===== config.mk =====
export PLATFORM = sky130hd
export DESIGN_NAME = psc_mul
export DESIGN_NICKNAME = d
export VERILOG_FILES = /design/src/rtl/psc_pkg.sv /design/src/rtl/psc_mul.sv
export SDC_FILE = /design/constraint.sdc
export NUM_CORES = 2
export LEC_CHECK = 0
export BUFFER_PORTS_ARGS = -buffer_cell sky130_fd_sc_hd__buf_2
export CORE_MARGIN = 1.5
export CORE_UTILIZATION = 57
export DETAILED_ROUTE_END_ITERATION = 10
export GPL_TIMING_DRIVEN = 0
export PLACE_DENSITY_LB_ADDON = 0.2
export SYNTH_ARGS = -nofsm -noshare
export SYNTH_HDL_FRONTEND = slang
export SYNTH_SLANG_ARGS = --single-unit

===== constraint.sdc =====
create_clock -name clk_i -period 20.1 [get_ports clk_i]
set_input_delay 3.015 -clock clk_i [delete_from_list [all_inputs] [get_ports clk_i]]
set_output_delay 3.015 -clock clk_i [all_outputs]
set_load 0.02 [all_outputs]

===== src/rtl/psc_pkg.sv =====
`timescale 1ns / 1ps
// ----------------------------------------------------------------------------
// psc_pkg
// Shared types, constants and fixed-point helpers of the pressure sampler.
// ----------------------------------------------------------------------------
package psc_pkg;

  localparam int AdcBits = 16;
  localparam logic [15:0] AdcMask = 16'((32'd1 << AdcBits) - 32'd1);

  localparam int CfgIdxW  = 3;
  localparam int CfgDataW = 32;

  // Register indexes of the configuration port.
  localparam logic [CfgIdxW-1:0] CfgMode       = 3'd0;
  localparam logic [CfgIdxW-1:0] CfgTargetPsi  = 3'd1;
  localparam logic [CfgIdxW-1:0] CfgAdcOffset  = 3'd2;
  localparam logic [CfgIdxW-1:0] CfgGainQ24    = 3'd3;
  localparam logic [CfgIdxW-1:0] CfgFilterEn   = 3'd4;
  localparam logic [CfgIdxW-1:0] CfgMonIntvl   = 3'd5;
  localparam logic [CfgIdxW-1:0] CfgCtlIntvl   = 3'd6;

  // Operating modes.
  localparam logic [1:0] ModeOff     = 2'd0;
  localparam logic [1:0] ModeMonitor = 2'd1;
  localparam logic [1:0] ModeControl = 2'd2;

  localparam logic [31:0] MonIntvlReset = 32'd10000;
  localparam logic [31:0] CtlIntvlReset = 32'd1000;

  // Filter coefficient 0.3 in Q16.
  localparam logic signed [32:0] AlphaQ16 = 33'sd19661;

  localparam int MulAW = 25;
  localparam int MulBW = 33;
  localparam int MulPW = MulAW + MulBW;
  localparam int RndW  = 42;

  typedef struct packed {
    logic [1:0]  mode;
    logic [7:0]  target_psi;
    logic [15:0] adc_offset;
    logic [31:0] gain_q24;
    logic        filter_enable;
    logic [31:0] monitor_interval_ms;
    logic [31:0] control_interval_ms;
  } cfg_t;

  // Divide by 65536, rounding to nearest with ties away from zero.
  function automatic logic signed [RndW-1:0] round_shift16(
    input logic signed [MulPW-1:0] x
  );
    logic [MulPW-1:0] mag;
    logic [MulPW-1:0] r;
    mag = x[MulPW-1] ? MulPW'(-x) : MulPW'(x);
    r   = (mag + MulPW'(32768)) >> 16;
    return x[MulPW-1] ? -$signed(r[RndW-1:0]) : $signed(r[RndW-1:0]);
  endfunction

  function automatic logic signed [23:0] sat24(input logic signed [RndW-1:0] v);
    if (v > 42'sd8388607) begin
      return 24'sh7FFFFF;
    end else if (v < -42'sd8388608) begin
      return 24'sh800000;
    end
    return v[23:0];
  endfunction

endpackage


===== src/rtl/psc_mul.sv =====
`timescale 1ns / 1ps
// ----------------------------------------------------------------------------
// psc_mul
// Shared signed multiplier with a registered product, used for both the
// count-to-pressure scaling and the filter step.
// ----------------------------------------------------------------------------
module psc_mul (
  input  logic                                clk_i,
  input  logic                                en_i,
  input  logic signed [psc_pkg::MulAW-1:0]    a_i,
  input  logic signed [psc_pkg::MulBW-1:0]    b_i,
  output logic signed [psc_pkg::MulPW-1:0]    prod_o
);
  import psc_pkg::*;

  logic signed [MulPW-1:0] prod_q;

  always_ff @(posedge clk_i) begin
    if (en_i) begin
      prod_q <= MulPW'(a_i) * MulPW'(b_i);
    end
  end

  assign prod_o = prod_q;

endmodule


==> impl_metrics.yaml <==
clocking:
  ctsHoldBuffers: 0
  cts_tree: "yes"
  cts-resized-gates: 0
  htree_levels: 3
  post_cts.repair.setup_buffers: 0
  cts_made_buffers: 9
  clock-sinks: 58
  clk_pin_slew_worst_paths_ns: 0.05
  cts_buffer_depth: 2
  ctsRootBufferMaster: "clkbuf_16"
die:
  start_util_pct: 58.1
  fp.dieW_um: 235
  dieArea_um2: 55400
  die_h_um: 235
  io_pins: 118
  rows: 84
  core_area_um2: 53000
global_routing:
  met1_usage_pct: 44.8
  grt_antenna_before_repair: 6
  grt_use_met3_pct: 7.15
  grt.total_usage_pct: 37.7
  grt_pass1_vias: 25100
  met2_usage_pct: 61.0
  grt_pass1_wl_um: 151000
  grt_overflow_total: 0
  grt_max_degree: 59
  busiest_layer: "met2"
timing:
  period_share_pct: 54.3
  finalSetupTns_ns: 0
  setup_viol: 0
  tightest_slew_ns: 1.28
  hold_viol: 0
  rsz0062_at_grt: "false"
  fmax_mhz: 91.5
  layout_min_cycle_time_ns: 10.92
  slew_violations: 0
  relSlewSlack_pct: 14.6
route:
  drtAntennaViolNets: 0
  via_count: 23300
  remaining_drc_errors: 0
  drt_iter0_drc: 1620
  wl_um: 101000
  post_drt_wl_per_cell_um: 25.1
  vias_per_cell: 5.78
  drtPass1Iterations: 6
yosys:
  synth_seq_area_share_pct: 5.66
  yosysWarnings: 0
  syn_inst: 3208
  synth_nets: 4267
  synth_flop_cell: "edfxtp_1"
  synth_area_leader_cell: "fa_1"
  ys_types: 60
  synth_area_per_cell_um2: 9.60
  ys_top_cells_by_area: "fa_1 55%, inv_1 9.6%, and2_1 8.3%, ha_1 6.4%, edfxtp_1 5.7%"
  async_reset_ff_share_pct: 0
  postSynthRegisterBits: 58
  synth-edff-count: 58
  synth_top_area_share_pct: 54.8
  syn_area_um2: 30800
placed_design:
  hpwl_um: 85300
  io_buffers: 117
  gp_congestion: 1.03
critical_path:
  start_kind: "input port"
  crit_arrival_ns: 10.98
  crit_path_end_kind: "flop"
  crit_start: "a_i[6]"
  critPathMaxFanout: 10
  crit_type: "in -> reg"
  critPathRequiredTime_ns: 20.16
cells_and_area:
  drive_gt1_share_pct: 4.73
  area_delta_synth_final_pct: 5.69
  largest_reg_flops: 58
  fin_nets: 4395
  n_fill_cell: 4655
  ff_latch_area_um2: 1740
  multiInputGateArea_um2: 25400
run:
  cap_violations: 0
hold_path:
  min_path_type: "in -> reg"
  hold_start: "b_i[0]"
run_status:
  outcome: "completed"
[final cells by class]
type                            instances  area share, %
Buffer                                158           2.00
Sequential cell                        58           5.35
Timing Repair Buffer                  117           1.80
Clock inverter                          6          0.208
Antenna cell                            3         0.0231
Tap cell                              688           2.65
Inverter                              786           9.07
Clock buffer                           10          0.704
Multi-Input combinational cell       2206           78.2
[stage by stage]
stage | instances | setup slack (ns) | hold WS [ns] | util (%) | cell area, µm²
2_1_floorplan | 3208 | 10.55 | 3.13 | - | 30800
3_3_place_gp | 4013 | 9.06 | 3.46 | 60.8 | 32200
3_5_place_dp | 4013 | 9.01 | 3.46 | 60.8 | 32200
4_1_cts | 4029 | 9.36 | 3.21 | 61.4 | 32500
5_1_grt | 4029 | 8.97 | 3.22 | 61.4 | 32500
6_report | 4032 | 9.18 | 3.24 | 61.4 | 32500
[synthesized netlist by cell type (2+ instances only)]
library cell	count
nor3_1	6
o211ai_2	2
or3_1	2
a21o_1	34
nor4_1	3
a311oi_1	2
a31oi_1	10
xnor2_1	44
and2_1	409
o21bai_1	15
a21oi_1	51
clkbuf_1	148
o21ai_0	28
o31ai_2	3
nand3_1	16
nor3b_1	3
o2111ai_1	2
o211ai_1	7
o21ai_1	2
a21boi_0	2
and3_1	8
nor2_1	57
o21a_1	5
xor2_1	15
edfxtp_1	58
nand2b_1	11
a211oi_1	8
a221oi_1	2
ha_1	157
a211o_1	3
clkbuf_8	4
nor2b_1	5
fa_1	842
nand4_1	15
nand2_1	416
o211a_1	2
inv_1	785
a21o_2	2
buf_2	3
[worst max-delay path: stages]
cell	delay, ns
buf_2	0.22
clkbuf_1	0.79
nand2_1	0.16
fa_1	0.52
inv_1	0.06
fa_1	0.49
inv_1	0.06
fa_1	0.48
fa_1	0.55
inv_1	0.05
fa_1	0.54
fa_1	0.51
inv_1	0.05
fa_1	0.66
inv_1	0.09
ha_1	0.27
clkbuf_1	0.23
a21oi_1	0.33
o21bai_1	0.10
a21o_1	0.20
o21ai_0	0.26
nand4_1	0.14
o21ai_1	0.39
o221ai_1	0.34
a21oi_1	0.30
o211ai_1	0.14
[cell usage in the layout (no fill, tap or decap), types with 3 or more instances in the layout]
master / count
a211o_1: 3
a211oi_1: 8
a21o_1: 34
a21oi_1: 51
a31oi_1: 10
and2_1: 409
and3_1: 8
buf_2: 120
clkbuf_1: 149
clkbuf_16: 9
clkbuf_8: 4
diode_2: 3
edfxtp_1: 58
fa_1: 842
ha_1: 157
inv_1: 785
nand2_1: 416
nand2b_1: 11
nand3_1: 16
nand4_1: 15
nor2_1: 57
nor2b_1: 5
nor3_1: 6
nor3b_1: 3
nor4_1: 3
o211ai_1: 7
o21a_1: 5
o21ai_0: 28
o21bai_1: 15
o31ai_2: 3
xnor2_1: 44
xor2_1: 15
[metal layers]
layer  routed length (µm)  vias to the layer above
met5                   15                        -
met1                35200                    12100
met3                 8430                      418
met2                47700                     1241
met4                 9760                        2
li1                     -                     9525
[worst paths after layout]
path | to | cells after the start
min | prod_o[0]$_DFFE_PP_ | 2
max | prod_o[57]$_DFFE_PP_ | 26
[logic make-up after synthesis]
kind of cell    Yosys count  share of synthesized area (%)
fa+ha+maj               999                           61.1
simple gates            954                           15.5
buf+inv                 944                           11.7
compound gates          194                           4.34
xor+xnor                 59                           1.68
flops                    58                           5.66
Power is not shown: default switching activity piles up to over one toggle a cycle in this logic, so the estimate is an artifact.
