--- config.mk ---
export PLATFORM = sky130hd
export DESIGN_NAME = psc_cfg
export DESIGN_NICKNAME = d
export VERILOG_FILES = /design/src/rtl/psc_pkg.sv /design/src/rtl/psc_cfg.sv
export SDC_FILE = /design/constraint.sdc
export NUM_CORES = 1
export LEC_CHECK = 0
export BUFFER_PORTS_ARGS = -buffer_cell sky130_fd_sc_hd__buf_2
export CORE_UTILIZATION = 38
export CTS_CLUSTER_SIZE = 30
export DETAILED_ROUTE_END_ITERATION = 12
export PLACE_DENSITY = 0.69
export REMOVE_ABC_BUFFERS = 1
export SYNTH_ARGS = -nofsm -noshare
export SYNTH_HDL_FRONTEND = slang
export SYNTH_SLANG_ARGS = --single-unit
--- constraint.sdc ---
create_clock -name clk_i -period 1.8 [get_ports clk_i]
set_input_delay 0.45 -clock clk_i [delete_from_list [all_inputs] [get_ports clk_i]]
set_output_delay 0.45 -clock clk_i [all_outputs]
set_load 0.01 [all_outputs]
--- src/rtl/psc_pkg.sv ---
`timescale 1ns / 1ps
// ----------------------------------------------------------------------------
// psc_pkg
// Shared types, constants and fixed-point helpers of the pressure sampler.
// ----------------------------------------------------------------------------
package psc_pkg;

  localparam int AdcBits = 16;
  localparam logic [15:0] AdcMask = 16'((32'd1 << AdcBits) - 32'd1);

  localparam int CfgIdxW  = 3;
  localparam int CfgDataW = 32;

  // Register indexes of the configuration port.
  localparam logic [CfgIdxW-1:0] CfgMode       = 3'd0;
  localparam logic [CfgIdxW-1:0] CfgTargetPsi  = 3'd1;
  localparam logic [CfgIdxW-1:0] CfgAdcOffset  = 3'd2;
  localparam logic [CfgIdxW-1:0] CfgGainQ24    = 3'd3;
  localparam logic [CfgIdxW-1:0] CfgFilterEn   = 3'd4;
  localparam logic [CfgIdxW-1:0] CfgMonIntvl   = 3'd5;
  localparam logic [CfgIdxW-1:0] CfgCtlIntvl   = 3'd6;

  // Operating modes.
  localparam logic [1:0] ModeOff     = 2'd0;
  localparam logic [1:0] ModeMonitor = 2'd1;
  localparam logic [1:0] ModeControl = 2'd2;

  localparam logic [31:0] MonIntvlReset = 32'd10000;
  localparam logic [31:0] CtlIntvlReset = 32'd1000;

  // Filter coefficient 0.3 in Q16.
  localparam logic signed [32:0] AlphaQ16 = 33'sd19661;

  localparam int MulAW = 25;
  localparam int MulBW = 33;
  localparam int MulPW = MulAW + MulBW;
  localparam int RndW  = 42;

  typedef struct packed {
    logic [1:0]  mode;
    logic [7:0]  target_psi;
    logic [15:0] adc_offset;
    logic [31:0] gain_q24;
    logic        filter_enable;
    logic [31:0] monitor_interval_ms;
    logic [31:0] control_interval_ms;
  } cfg_t;

  // Divide by 65536, rounding to nearest with ties away from zero.
  function automatic logic signed [RndW-1:0] round_shift16(
    input logic signed [MulPW-1:0] x
  );
    logic [MulPW-1:0] mag;
    logic [MulPW-1:0] r;
    mag = x[MulPW-1] ? MulPW'(-x) : MulPW'(x);
    r   = (mag + MulPW'(32768)) >> 16;
    return x[MulPW-1] ? -$signed(r[RndW-1:0]) : $signed(r[RndW-1:0]);
  endfunction

  function automatic logic signed [23:0] sat24(input logic signed [RndW-1:0] v);
    if (v > 42'sd8388607) begin
      return 24'sh7FFFFF;
    end else if (v < -42'sd8388608) begin
      return 24'sh800000;
    end
    return v[23:0];
  endfunction

endpackage

--- src/rtl/psc_cfg.sv ---
`timescale 1ns / 1ps
// ----------------------------------------------------------------------------
// psc_cfg
// Configuration register file, written through a plain index/data port.
// ----------------------------------------------------------------------------
module psc_cfg (
  input  logic                           clk_i,
  input  logic                           rst_ni,
  input  logic                           cfg_we_i,
  input  logic [psc_pkg::CfgIdxW-1:0]    cfg_idx_i,
  input  logic [psc_pkg::CfgDataW-1:0]   cfg_wdata_i,
  output psc_pkg::cfg_t                  cfg_o
);
  import psc_pkg::*;

  cfg_t cfg_q;

  always_ff @(posedge clk_i or negedge rst_ni) begin
    if (!rst_ni) begin
      cfg_q.mode                <= ModeOff;
      cfg_q.target_psi          <= '0;
      cfg_q.adc_offset          <= '0;
      cfg_q.gain_q24            <= '0;
      cfg_q.filter_enable       <= 1'b1;
      cfg_q.monitor_interval_ms <= MonIntvlReset;
      cfg_q.control_interval_ms <= CtlIntvlReset;
    end else if (cfg_we_i) begin
      case (cfg_idx_i)
        CfgMode:      cfg_q.mode                <= cfg_wdata_i[1:0];
        CfgTargetPsi: cfg_q.target_psi          <= cfg_wdata_i[7:0];
        CfgAdcOffset: cfg_q.adc_offset          <= cfg_wdata_i[15:0];
        CfgGainQ24:   cfg_q.gain_q24            <= cfg_wdata_i;
        CfgFilterEn:  cfg_q.filter_enable       <= cfg_wdata_i[0];
        CfgMonIntvl:  cfg_q.monitor_interval_ms <= cfg_wdata_i;
        CfgCtlIntvl:  cfg_q.control_interval_ms <= cfg_wdata_i;
        default: ;
      endcase
    end
  end

  assign cfg_o = cfg_q;

endmodule

==> results of run 1 <==
-- synth_stat cells (all sizes together) --
cell type,number
nor4b,1
mux2,123
nand4b,3
nor4bb,2
and4bb,1
dfstp,12
buf,13
dfrtp,111
-- power breakdown --
part,switching [W],internal (W),total (W)
combinational,0.000834,0.000940,0.00177
clock,0.00113,0.00225,0.00339
sequential,0.000299,0.00342,0.00372
-- metal layers --
| layer | vias up | GRT usage | share of wire |
|---|---|---|---|
| met4 | 0 | 0.07733 | 0.013 |
| met3 | 11 | 0.05196 | 0.054 |
| met1 | 1490 | 0.2115 | 0.44 |
| met5 | - | 0 | 0 |
| met2 | 96 | 0.2741 | 0.50 |
| li1 | 1316 | - | - |
-- path summary, 6_finish.rpt --
check / start / end / slack (ns) / cells after the start
worst max-delay path: cfg_o[41] / cfg_o[41] / 0.29 / 1
worst min-delay path: rst_ni / cfg_o[51] / 0.05 / 2
worst min register to register: cfg_o[92] / cfg_o[92] / 0.50 / 1
worst max register to register: cfg_o[99] / cfg_o[99] / 1.02 / 1
min in group clk_i: cfg_wdata_i[19] / cfg_o[19] / 0.30 / 2
max in group asynchronous: rst_ni / cfg_o[42] / 1.40 / 2
-- kinds of logic (layout without fill, tap and decap cells) --
| family | count (synthesis) | after routing | share of synthesized area |
|---|---|---|---|
| and+or+nand+nor | 7 | 7 | 0.01449 |
| buffers and inverters | 13 | 202 | 0.01743 |
| muxes | 123 | 123 | 0.3050 |
| DFF | 123 | 123 | 0.6631 |
-- final cells by class --
cell class / instances / area, um^2
fillers: 1024 / 5670
flip-flops and latches: 123 / 3093
multi-input cells: 130 / 1496
repair buffers: 170 / 965.9
clock buffers: 26 / 519.2
well taps: 147 / 183.9
clock inverters: 6 / 82.58
-- placed cells by master (no fill, tap or decap) --
cell type | Yosys | final
buf_2 | 11 | 159
mux2_2 | 113 | 113
dfrtp_1 | 111 | 111
clkbuf_16 | 0 | 17
dfstp_2 | 12 | 12
mux2_4 | 10 | 10
buf_12 | 0 | 7
clkbuf_8 | 0 | 6
buf_4 | 0 | 4
nand4b_1 | 3 | 3
clkinv_2 | 0 | 3
clkbuf_1 | 0 | 3
bufinv_16 | 0 | 2
and4bb_1 | 1 | 1
nor4b_1 | 1 | 1
nor4bb_2 | 0 | 1
nor4bb_1 | 2 | 1
clkinvlp_4 | 0 | 1
-- stage by stage --
stage	area (um^2)	instances
CTS	6341	602
detailed placement	5739	570
finish	6341	602
global placement	5739	570
floorplan	4583	253
global route	6341	602
==> results.sh, run 1 <==
export IMPL_status="finished, final reports clean"
export IMPL_fmax_mhz=663.5
export IMPL_fp_dieArea_mm2=0.01272
export IMPL_synth_area_top_cells="dfrtp_1 (60%), mux2_2 (27%), dfstp_2 (6.8%)"
export IMPL_dpl_worst_slack_ns=0.1923
export IMPL_fp_row_count=40
export IMPL_yosysUniqueCellTypes=11
export IMPL_grt_first_pass_wirelength_mm=16.14
export IMPL_end_kind="primary output"
export IMPL_dpl_hpwl_mm=6.818
export IMPL_cts_resized=0
export IMPL_synth_avg_cell_area_um2=17.54
export IMPL_grt_usage=0.1703
export IMPL_post_cts_setup_buffer_count=0
export IMPL_cpMaxStageDelayCell="dfstp_2"
export IMPL_max_stage_delay_ns=0.53
export IMPL_antenna_found_initial=0
export IMPL_fp_dieH_um=112.8
export IMPL_yosysTopAreaCellShare=0.5955
export IMPL_critPathArrivalTime_ns=1.06
export IMPL_start_util=0.3883
export IMPL_cts_clk_slew_worst_paths_ns=0.05
export IMPL_worstPathRequired_ns=1.35
export IMPL_wl_mm=9.993
export IMPL_drv_slew=0
export IMPL_maxSlewHeadroom=0.7056
export IMPL_cp_num_buf_inv=1
export IMPL_cts_path_max_buffers=2
export IMPL_cts_hold_buf=0
export IMPL_overflow=0
export IMPL_tns_ns=0
export IMPL_start_kind="flop"
export IMPL_cts_root_buf="clkbuf_16"
export IMPL_drc=0
export IMPL_skew_ns=0
export IMPL_vias_per_cell=4.839
export IMPL_synth_warnings=0
export IMPL_clock_sinks=123
export IMPL_min_period_over_period=0.8373
export IMPL_synth_seq_cells=123
export IMPL_coreArea_mm2=0.01201
export IMPL_crit_chain="buf_2"
export IMPL_io_pin_count=161
export IMPL_drt_iter0_drc=161
export IMPL_netlist_instances=266
export IMPL_layout_setup_ws_ns=0.2928
export IMPL_grt_max_degree=65
export IMPL_vias=2913
export IMPL_largest_reg_flops=123
export IMPL_path_max_fanout=2
export IMPL_worst_slew_pin_slew_ns=0.4355
export IMPL_cp_top_family="flip-flops"
export IMPL_yosysTopAreaCell="dfrtp_1"
export IMPL_finalSetupViolations=0
export IMPL_areaGrowthSynthToFinish_pct=35.94
export IMPL_numCtsBuffers=17
export IMPL_syn_area_mm2=0.004664
export IMPL_cts_htree_levels=4
export IMPL_power_density_mw_per_mm2=1401
export IMPL_min_period_ns=1.507
export IMPL_p_leak_nw=3.082
export IMPL_firstDrtPassIters=4
export IMPL_drive_gt1_frac=0.7363
export IMPL_grt_pass1_vias=3000
export IMPL_finalPower_w=0.008883
export IMPL_hold_viol=0
export IMPL_utilization=0.5279
export IMPL_wire_per_inst_um=16.60
export IMPL_min_path_type="in -> async"
export IMPL_antenna_left=0
export IMPL_io_buffers=160
export IMPL_antenna_cells=0
export IMPL_cts_tree="yes"
export IMPL_die_w_um=112.8
export IMPL_ys_seq_area_frac=0.6631
export IMPL_clk_latency_ns=0.40
export IMPL_nNetsFinal=480
export IMPL_rsz0062_at_grt="false"
export IMPL_ir_worst_vdd_mv=0.7455
export IMPL_crit_type="reg -> out"
export IMPL_maxCapViolCount=0
export IMPL_place_gp_congestion=0.7162
export IMPL_holdWs_ns=0.05437
Note: power is estimated with default switching activity, not from simulation.
==> run 2, diff against run 1 <==
- clock period: 1.8 -> 1.55 ns (I/O delays scaled with it)
==> results.sh, run 2 (synthesis results as in run 1) <==
export IMPL_overflow=0
export IMPL_io_pin_count=161
export IMPL_nNetsFinal=482
export IMPL_drv_slew=0
export IMPL_firstDrtPassIters=4
export IMPL_hold_viol=0
export IMPL_die_w_um=112.8
export IMPL_cts_resized=0
export IMPL_finalSetupViolations=0
export IMPL_antenna_cells=0
export IMPL_crit_start="cfg_o[9]"
export IMPL_fmax_mhz=692.6
export IMPL_stdcell_count=604
export IMPL_grt_max_degree=64
export IMPL_areaGrowthSynthToFinish_pct=35.86
export IMPL_start_kind="flop"
export IMPL_post_cts_setup_buffer_count=0
export IMPL_max_stage_delay_ns=0.53
export IMPL_end_kind="primary output"
export IMPL_io_buffers=160
export IMPL_clk_latency_ns=0.40
export IMPL_critPathArrivalTime_ns=1.06
export IMPL_fp_dieH_um=112.8
export IMPL_r2r_cells=1
export IMPL_min_period_over_period=0.9315
export IMPL_vias_per_cell=4.861
export IMPL_largest_reg_flops=123
export IMPL_place_inst=571
export IMPL_r2r_start="cfg_o[58]"
export IMPL_regToRegSetupSlack_ns=0.77
export IMPL_cts_tree="yes"
export IMPL_min_path_type="in -> reg"
export IMPL_layout_common_cells="buf_2 (159), mux2_2 (113), dfrtp_1 (111)"
export IMPL_wire_per_inst_um=16.73
export IMPL_crit_chain="buf_2"
export IMPL_cts_clk_slew_worst_paths_ns=0.05
export IMPL_cp_top_family="flip-flops"
export IMPL_numCtsBuffers=17
export IMPL_holdWs_ns=0.2364
export IMPL_cts_path_max_buffers=2
export IMPL_crit_type="reg -> out"
export IMPL_antenna_found_initial=0
export IMPL_wl_mm=10.11
export IMPL_cpMaxStageDelayCell="dfstp_2"
export IMPL_worst_slew_pin_slew_ns=0.3404
export IMPL_grt_pass1_vias=3020
export IMPL_n_fill_cell=1015
export IMPL_final_common_cell="buf_2"
export IMPL_place_gp_congestion=0.7373
export IMPL_skew_ns=0
export IMPL_fp_row_count=40
export IMPL_drive_gt1_frac=0.7309
export IMPL_vias=2936
export IMPL_cp_depth=1
export IMPL_cts_root_buf="clkbuf_16"
export IMPL_tns_ns=0
export IMPL_drc=0
export IMPL_antenna_left=0
export IMPL_maxCapViolCount=0
export IMPL_drt_iter0_drc=77
export IMPL_ir_worst_vdd_mv=0.9472
export IMPL_path_max_fanout=2
export IMPL_worstPathRequired_ns=1.16
export IMPL_timing_rr_end="cfg_o[58]"
export IMPL_min_period_ns=1.444
export IMPL_cts_hold_buf=1
export IMPL_dpl_hpwl_mm=6.817
export IMPL_status="finished, final reports clean"
export IMPL_fp_dieArea_mm2=0.01272
export IMPL_clock_sinks=123
export IMPL_maxSlewHeadroom=0.7731
export IMPL_grt_usage=0.1694
export IMPL_rsz0062_at_grt="false"
export IMPL_cp_num_buf_inv=1
export IMPL_coreArea_mm2=0.01201
export IMPL_grt_first_pass_wirelength_mm=16.15
export IMPL_power_density_mw_per_mm2=1619
export IMPL_start_util=0.3883
export IMPL_endpoint="cfg_o[9]"
export IMPL_cts_htree_levels=4
export IMPL_p_leak_nw=3.080
## run 2: final cells by class
cell class	instances	area, um^2	area share
clock buffers	23	457.9	0.07226
clock inverters	9	122.6	0.01935
repair buffers	172	983.4	0.1552
multi-input cells	130	1496	0.2361
flip-flops and latches	123	3093	0.4881
well taps	147	183.9	0.02902
## run 2: metal layers
layer | vias to the layer above | track usage | share of wire
met2 | 108 | 0.2778 | 0.50
met4 | 0 | 0.06222 | 0.013
met3 | 13 | 0.06856 | 0.064
met5 | - | 0 | 0
met1 | 1497 | 0.2008 | 0.43
li1 | 1318 | - | -
## run 2: power breakdown
part	internal, W	total (W)	switching [W]	leakage (nW)
combinational	0.00109	0.00208	0.000983	1.34
clock	0.00255	0.00387	0.00132	0.285
sequential	0.00397	0.00431	0.000339	1.46
## run 2: how the worst min path moves through the flow
| stage | from | cells after the start | endpoint |
|---|---|---|---|
| final | cfg_wdata_i[26] | 2 | cfg_o[91] |
| after global placement | rst_ni | 2 | cfg_o[19] |
| after detailed placement | rst_ni | 2 | cfg_o[19] |
| after CTS | cfg_wdata_i[26] | 2 | cfg_o[91] |
| after floorplan | rst_ni | 0 | cfg_o[0] |
| after global routing | cfg_wdata_i[20] | 2 | cfg_o[20] |
## run 2: through the flow
stage               area, um^2  utilization  worst slack [ns]  total power (W)
global placement          5747       0.4784           0.01206         0.006385
detailed placement        5747       0.4784          0.009801         0.006467
global route              6337       0.5276           0.05957          0.01075
CTS                       6337       0.5276           0.08310          0.01040
floorplan                 4583            -           -0.5471         0.005396
finish                    6337       0.5276            0.1061          0.01026
==> run 3, diff against run 2 <==
- RECOVER_POWER: default -> 50
- SLEW_MARGIN: default -> 0
==> results.sh, run 3 (synthesis results as in run 1) <==
export IMPL_layout_common_cells="buf_2 (158), mux2_2 (112), dfrtp_1 (111)"
export IMPL_start_kind="flop"
export IMPL_regToRegSetupSlack_ns=0.75
export IMPL_cts_resized=0
export IMPL_die_w_um=112.8
export IMPL_power_density_mw_per_mm2=1641
export IMPL_drc=0
export IMPL_path_max_fanout=2
export IMPL_vias=2926
export IMPL_cts_tree="yes"
export IMPL_start_util=0.3883
export IMPL_worst_slew_pin_slew_ns=0.8610
export IMPL_cpMaxStageDelayCell="dfstp_2"
export IMPL_grt_max_degree=64
export IMPL_clock_sinks=123
export IMPL_fmax_mhz=693.8
export IMPL_fp_dieArea_mm2=0.01272
export IMPL_coreArea_mm2=0.01201
export IMPL_antenna_left=0
export IMPL_min_period_ns=1.441
export IMPL_end_kind="primary output"
export IMPL_drive_gt1_frac=0.7046
export IMPL_wire_per_inst_um=16.71
export IMPL_finalPower_w=0.01020
export IMPL_p_leak_nw=3.012
export IMPL_holdWs_ns=0.2364
export IMPL_finalSetupViolations=0
export IMPL_fp_row_count=40
export IMPL_io_buffers=160
export IMPL_critPathArrivalTime_ns=1.05
export IMPL_post_cts_setup_buffer_count=0
export IMPL_crit_type="reg -> out"
export IMPL_clk_latency_ns=0.40
export IMPL_grt_first_pass_wirelength_mm=16.15
export IMPL_cts_clk_slew_worst_paths_ns=0.05
export IMPL_io_pin_count=161
export IMPL_maxSlewHeadroom=0.4260
export IMPL_seq_power_share=0.422
export IMPL_largest_reg_flops=123
export IMPL_pwr_share_clk=0.379
export IMPL_layout_setup_ws_ns=0.1087
export IMPL_crit_chain="buf_2"
export IMPL_nNetsFinal=482
export IMPL_wl_mm=10.09
export IMPL_maxCapViolCount=0
export IMPL_overflow=0
export IMPL_cts_htree_levels=4
export IMPL_min_period_over_period=0.9299
export IMPL_drv_slew=0
export IMPL_p_sw_w=0.002630
export IMPL_grt_usage=0.1694
export IMPL_antenna_found_initial=0
export IMPL_place_gp_congestion=0.7373
export IMPL_cts_root_buf="clkbuf_16"
export IMPL_cts_path_max_buffers=2
export IMPL_firstDrtPassIters=4
export IMPL_dpl_worst_slack_ns=0.009801
export IMPL_fp_dieH_um=112.8
export IMPL_p_comb_frac=0.198
export IMPL_numCtsBuffers=17
export IMPL_worstPathRequired_ns=1.16
export IMPL_rsz0062_at_grt="false"
export IMPL_min_path_type="in -> reg"
export IMPL_cp_top_family="flip-flops"
export IMPL_utilization=0.5173
export IMPL_areaGrowthSynthToFinish_pct=33.21
export IMPL_status="finished, final reports clean"
export IMPL_vias_per_cell=4.844
export IMPL_grt_pass1_vias=3020
export IMPL_antenna_cells=0
export IMPL_p_sw_frac=0.2579
export IMPL_ir_worst_vdd_mv=0.9410
export IMPL_cp_num_buf_inv=1
export IMPL_dpl_hpwl_mm=6.817
export IMPL_drt_iter0_drc=90
export IMPL_internal_power_w=0.007567
export IMPL_final_common_cell="buf_2"
export IMPL_hold_viol=0
export IMPL_max_stage_delay_ns=0.53
export IMPL_skew_ns=0
## run 3: metrics by stage
step	setup TNS (ns)	cells	cell area (um^2)
floorplan	-55.09	253	4583
global placement	0	571	5747
detailed placement	0	571	5747
CTS	0	604	6337
global route	0	604	6213
finish	0	604	6213
## run 3: metal layers
layer,vias to the layer above,GRT usage,wire (um)
li1,1316,-,-
met1,1490,0.2008,4375
met2,107,0.2778,4936
met3,13,0.06856,647
met4,0,0.06222,131
met5,-,0,0
## run 3: power groups by stage
stage	registers, W	logic, W	clock network, W
floorplan	0.00470	0.000697	0
global placement	0.00433	0.00206	0
detailed placement	0.00436	0.00210	0
CTS	0.00432	0.00211	0.00396
global route	0.00440	0.00218	0.00411
finish	0.00431	0.00202	0.00387
## run 3: area by class of cell
type                    count  area [um^2]
fillers                  1036         5798
flip-flops and latches    123         3093
multi-input cells         130         1466
repair buffers            172        889.6
clock buffers              23        457.9
well taps                 147        183.9
clock inverters             9        122.6
## run 3: final timing paths
| kind | start | cells after the start | endpoint |
|---|---|---|---|
| setup / recovery | cfg_o[9] | 1 | cfg_o[9] |
| hold / removal | cfg_wdata_i[26] | 2 | cfg_o[91] |
| setup reg to reg | cfg_o[97] | 1 | cfg_o[97] |
| hold reg to reg | cfg_o[98] | 1 | cfg_o[98] |
| max in group asynchronous | rst_ni | 3 | cfg_o[107] |
| min in group asynchronous | rst_ni | 3 | cfg_o[19] |
## run 3: repair_timing
| item | in CTS | in global routing |
|---|---|---|
| hold endpoints to repair | 15 | 0 |
| setup endpoints to repair | 0 | 0 |
| hold buffers | 1 | 0 |
